--- src/hdl/rkc_pkg.sv ---
`timescale 1ns / 1ps
// Package of the rolling key combo detector: request and action codes, controller
// states and the structs passed between the controller and the row of table cells.
// No dependencies.
package rkc_pkg;

	localparam int KEY_W     = 16;
	localparam int LIMIT_W   = 16;
	localparam int COUNT_W   = 7;
	localparam int ENTRY_W   = 6;
	// Cell index bits carried by the scan word; covers the largest table depth.
	localparam int CELL_IDX_W = 8;

	typedef enum logic [1:0] {
		REQ_PRESS   = 2'd0,
		REQ_RELEASE = 2'd1,
		REQ_TICK    = 2'd2,
		REQ_WRITE   = 2'd3
	} req_t;

	typedef enum logic [2:0] {
		ACT_PASS    = 3'd0,
		ACT_SWALLOW = 3'd1,
		ACT_EMIT    = 3'd2,
		ACT_TAP     = 3'd3,
		ACT_HOLD    = 3'd4,
		ACT_DROP    = 3'd5
	} action_t;

	typedef enum logic [1:0] {
		CFG_COMBO_COUNT = 2'd0,
		CFG_LEFT_SHIFT  = 2'd1,
		CFG_RIGHT_SHIFT = 2'd2
	} cfg_idx_t;

	typedef enum logic [1:0] {
		ST_IDLE,
		ST_SCAN,
		ST_OUT
	} state_t;

	// Values every cell compares against while a press travels down the row.
	typedef struct packed {
		logic [KEY_W-1:0]   key;
		logic [KEY_W-1:0]   held_key;
		logic               shift;
		logic [LIMIT_W-1:0] elapsed;
		logic [COUNT_W-1:0] count;
	} query_t;

	typedef struct packed {
		logic               en;
		logic [ENTRY_W-1:0] index;
		logic [KEY_W-1:0]   key_a;
		logic [KEY_W-1:0]   key_b;
		logic [1:0]         direction;
		logic [LIMIT_W-1:0] limit;
		logic               needs_shift;
	} wr_t;

	// Scan word handed from cell to cell, one cell per cycle.
	typedef struct packed {
		logic                  valid;
		logic                  sec_done;
		logic                  sec_hit;
		logic [CELL_IDX_W-1:0] sec_idx;
		logic                  found;
		logic [LIMIT_W-1:0]    limit;
	} tok_t;

	typedef struct packed {
		action_t            action;
		logic [KEY_W-1:0]   key;
		logic [ENTRY_W-1:0] idx;
		logic               shift;
	} res_t;

endpackage

--- src/hdl/rkc_cell.sv ---
`timescale 1ns / 1ps
// One table entry of the combo detector together with its stage of the scan row.
// Depends on rkc_pkg.
module rkc_cell #(
	parameter int CELL_INDEX = 0
) (
	input  logic          clk,
	input  logic          arst_n,
	input  rkc_pkg::query_t query,
	input  rkc_pkg::wr_t    wr,
	input  rkc_pkg::tok_t   tok_in,
	output rkc_pkg::tok_t   tok_out
);
	import rkc_pkg::*;

	logic [KEY_W-1:0]   key_a_q;
	logic [KEY_W-1:0]   key_b_q;
	logic [1:0]         dir_q;
	logic [LIMIT_W-1:0] limit_q;
	logic               needs_shift_q;
	tok_t               tok_q;
	tok_t               tok_d;
	logic               active;
	logic               pair_hit;
	logic               first_hit;

	always_ff @(posedge clk) begin
		if (wr.en && {{(CELL_IDX_W-ENTRY_W){1'b0}}, wr.index} == CELL_IDX_W'(CELL_INDEX)) begin
			key_a_q       <= wr.key_a;
			key_b_q       <= wr.key_b;
			dir_q         <= wr.direction;
			limit_q       <= wr.limit;
			needs_shift_q <= wr.needs_shift;
		end
	end

	assign active = {2'b00, query.count} > (COUNT_W+2)'(CELL_INDEX);
	assign pair_hit = (dir_q[0] && query.held_key == key_a_q && query.key == key_b_q) ||
	                  (dir_q[1] && query.held_key == key_b_q && query.key == key_a_q);
	assign first_hit = ((dir_q[0] && query.key == key_a_q) || (dir_q[1] && query.key == key_b_q))
	                   && !(needs_shift_q && !query.shift);

	always_comb begin
		tok_d = tok_in;
		if (tok_in.valid && active) begin
			// Only the first matching pair decides the second key.
			if (pair_hit && !tok_in.sec_done) begin
				tok_d.sec_done = 1'b1;
				tok_d.sec_hit  = query.elapsed <= limit_q;
				tok_d.sec_idx  = CELL_IDX_W'(CELL_INDEX);
			end
			if (first_hit) begin
				tok_d.found = 1'b1;
				if (limit_q > tok_in.limit) begin
					tok_d.limit = limit_q;
				end
			end
		end
	end

	always_ff @(posedge clk or negedge arst_n) begin
		if (!arst_n) begin
			tok_q <= '0;
		end else begin
			tok_q <= tok_d;
		end
	end

	assign tok_out = tok_q;

endmodule
--- config.mk ---
export PLATFORM = sky130hd
export DESIGN_NAME = rkc_cell
export DESIGN_NICKNAME = d
export VERILOG_FILES = /design/src/hdl/rkc_pkg.sv /design/src/hdl/rkc_cell.sv
export SDC_FILE = /design/constraint.sdc
export NUM_CORES = 1
export LEC_CHECK = 0
export BUFFER_PORTS_ARGS = -buffer_cell sky130_fd_sc_hd__buf_4
export CORE_MARGIN = 5
export CORE_UTILIZATION = 52
export DETAILED_ROUTE_END_ITERATION = 8
export PLACE_DENSITY_LB_ADDON = 0.05
export SLEW_MARGIN = 20
export SYNTH_ARGS = -nofsm -noshare
export SYNTH_HDL_FRONTEND = slang
export SYNTH_SLANG_ARGS = --single-unit
--- constraint.sdc ---
create_clock -name clk -period 6.1 [get_ports clk]
set_clock_uncertainty 0.2 [all_clocks]
set_input_delay 0.915 -clock clk [delete_from_list [all_inputs] [get_ports clk]]
set_output_delay 0.915 -clock clk [all_outputs]
set_load 0.1 [all_outputs]
==> impl_metrics.yaml <==
floorplanning:
  ios: 172
  core_area_um2: 7727
  initial_core_util: 0.5338
  die_x_um: 99.07
  rows: 32
  die_area_um2: 9814
  die_h_um: 99.07
routing:
  wl_mm: 10.28
  via_per_inst: 4.982
  wire_per_inst_um: 16.93
  postRouteAntennaNets: 0
  drc: 0
  via_count: 3024
  drt-initial-drc-count: 135
  drt_first_pass_iters: 4
pwr:
  leakage_nw: 2.673
  power_density_nw_per_um2: 209.0
  irDropWorstVdd_v: 0.0001404
cts:
  cts_tree: "built"
  post-cts-setup-buffers: 0
  cts_sinks: 79
  cts_root_buf: "clkbuf_8"
  htreeDepth: 3
  cts_buffer_depth: 2
  path_clk_slew_ps: 70
  cts_buffers: 9
  cts-resized-gates: 0
  clkLatencyLatePin_ps: 340
  ctsHoldBuffers: 0
logic_synthesis:
  postSynth.asyncResetShare: 0.3544
  syn-cell-area_um2: 4125
  yosysSeqAreaShare: 0.5411
  synth_nets: 494
  yosysWarnings: 0
  ys.flop_type: "edfxtp_1"
  synth_area_leaders: "edfxtp_1, dfrtp_1, ha_1"
  ys_types: 37
  synth.ff_latch_count: 79
  avgSynthCellArea_um2: 12.97
  yosysTopAreaCellShare: 0.3712
  syn_inst: 318
  synth-edff-count: 51
  synth_top_area_cell: "edfxtp_1"
placement:
  gp_congestion: 0.8707
  pre_cts_ws_ps: 2554
  place_hpwl_mm: 8.469
  io_buffers: 171
cells_and_area:
  final_common_cell: "buf_4"
  insertedDiodeCount: 0
  post-route-util: 0.7422
  drive_gt1_frac: 0.3960
  mostFrequentLayoutCells: "buf_4, edfxtp_1, inv_1, xnor2_1, ha_1"
  fillers: 557
  nNetsFinal: 676
  areaGrowthSynthToFinish_pct: 39.04
setup_path:
  critPathMaxFanout: 16
  slowest_delay_ps: 880
  critPathLaunchType: "input port"
  worstReg2RegStart: "limit_q[5]"
  path_class: "in -> reg"
  worstPathArrival_ps: 3220
  cp-end-kind: "flip-flop"
  path_cells: "buf_4, inv_1, ha_1, a21oi_1, o21ai_0, a221o_1, o311ai_4, mux2_4"
  startpoint: "tok_in[5]"
  cp_slowest_cell: "o311ai_4"
  cp.required_ps: 6120
grt:
  overflow: 0
  antenna_found_initial: 0
  track_usage: 0.2109
  grt_first_pass_wirelength_mm: 16.11
  grt_pass1_vias: 3336
  grt_start_max_net_pins: 52
timing:
  drv_slew: 0
  rsz0062_at_grt: "no"
  tns_ps: 0
  layout_setup_ws_ps: 2901
  finalSetupViolations: 0
  worstMarginPinSlew_ps: 1077
  fin_crit_sh: 0.5244
  min_period_ps: 3199
  fmax_mhz: 312.6
  slew_headroom: 0.2802
  hold_viol: 0
min_path:
  min_path_type: "in -> async"
job:
  cap_viol_max_count: 0
status:
  status: "complete, no violations"
## stage by stage
| step | std cells | power (W) | cell area, µm² | hold WS, ps |
|---|---|---|---|---|
| final | 607 | 0.001199 | 5736 | 295.6 |
| after global placement | 591 | 0.0008297 | 5544 | 340.6 |
| after floorplan | 318 | 0.0007178 | 4131 | 313.2 |
| after CTS | 607 | 0.001206 | 5736 | 295.0 |
| after global routing | 607 | 0.001246 | 5736 | 300.6 |
| after detailed placement | 591 | 0.0008328 | 5544 | 346.5 |
## kinds of logic after synthesis
kind of cell	share of synthesized area
AND/OR/NAND/NOR	0.09312
flip-flops	0.5411
multiplexers	0.04246
adder cells (fa/ha/maj)	0.09706
XOR/XNOR	0.1359
buffers and inverters	0.03367
AO/OA/AOI/OAI	0.05672
## final cells by class
cell class,instances,area (µm²),share of cell area
clock inverter,4,46.29,0.008072
inverter,33,123.9,0.02160
timing repair buffer,172,1291,0.2251
clock buffer,12,145.1,0.02531
sequential,79,2232,0.3892
multi-input combinational,205,1769,0.3085
tap,102,127.6,0.02225
## Yosys cell counts, drive strengths merged (2+ instances only)
library cell,n
a21o,5
nor4,12
xor2,31
nand2,5
xnor2,33
nor2,3
nand3,6
edfxtp,51
dfrtp,28
mux2i,16
o211ai,2
nor2b,4
nor3,2
and2,8
inv,33
or2,2
ha,32
nand4,15
a21oi,13
## registers in the layout (all words and copies together) (netlist names)
register / flops
key_a_q: 16
needs_shift_q: 1
limit_q: 16
key_b_q: 16
dir_q: 2
tok_out: 28
## worst max-delay path: cells and delay by family
family / cells / cell delay [ps]
buffers and inverters: 2 / 110
adders and majority gates: 1 / 300
AOI/OAI and AO/OA: 4 / 1520
muxes: 1 / 350
## report_power, final
part / switching [W] / internal (W)
combinational: 0.000133 / 0.000101
clock: 0.000179 / 0.000199
sequential: 0.00000444 / 0.000582
## final timing paths
path                                to  slack (ps)  cells past startpoint
setup / recovery            tok_out[0]        2900                      8
hold / removal             tok_out[18]         300                      1
setup reg to reg            tok_out[0]        3210                      6
hold reg to reg            tok_out[11]         350                      2
max in group asynchronous   tok_out[1]        5140                      1
min in group clk           tok_out[11]         350                      2
## layer usage
layer | wire [µm] | part of all wire | vias to the layer above | track usage
met5 | 0 | 0 | - | 0
met4 | 68 | 0.0066 | 0 | 0.04832
met3 | 847 | 0.082 | 7 | 0.06299
met2 | 4893 | 0.48 | 127 | 0.3476
met1 | 4467 | 0.43 | 1387 | 0.2749
li1 | - | - | 1503 | -
Note: power is estimated with default switching activity, not from simulation.
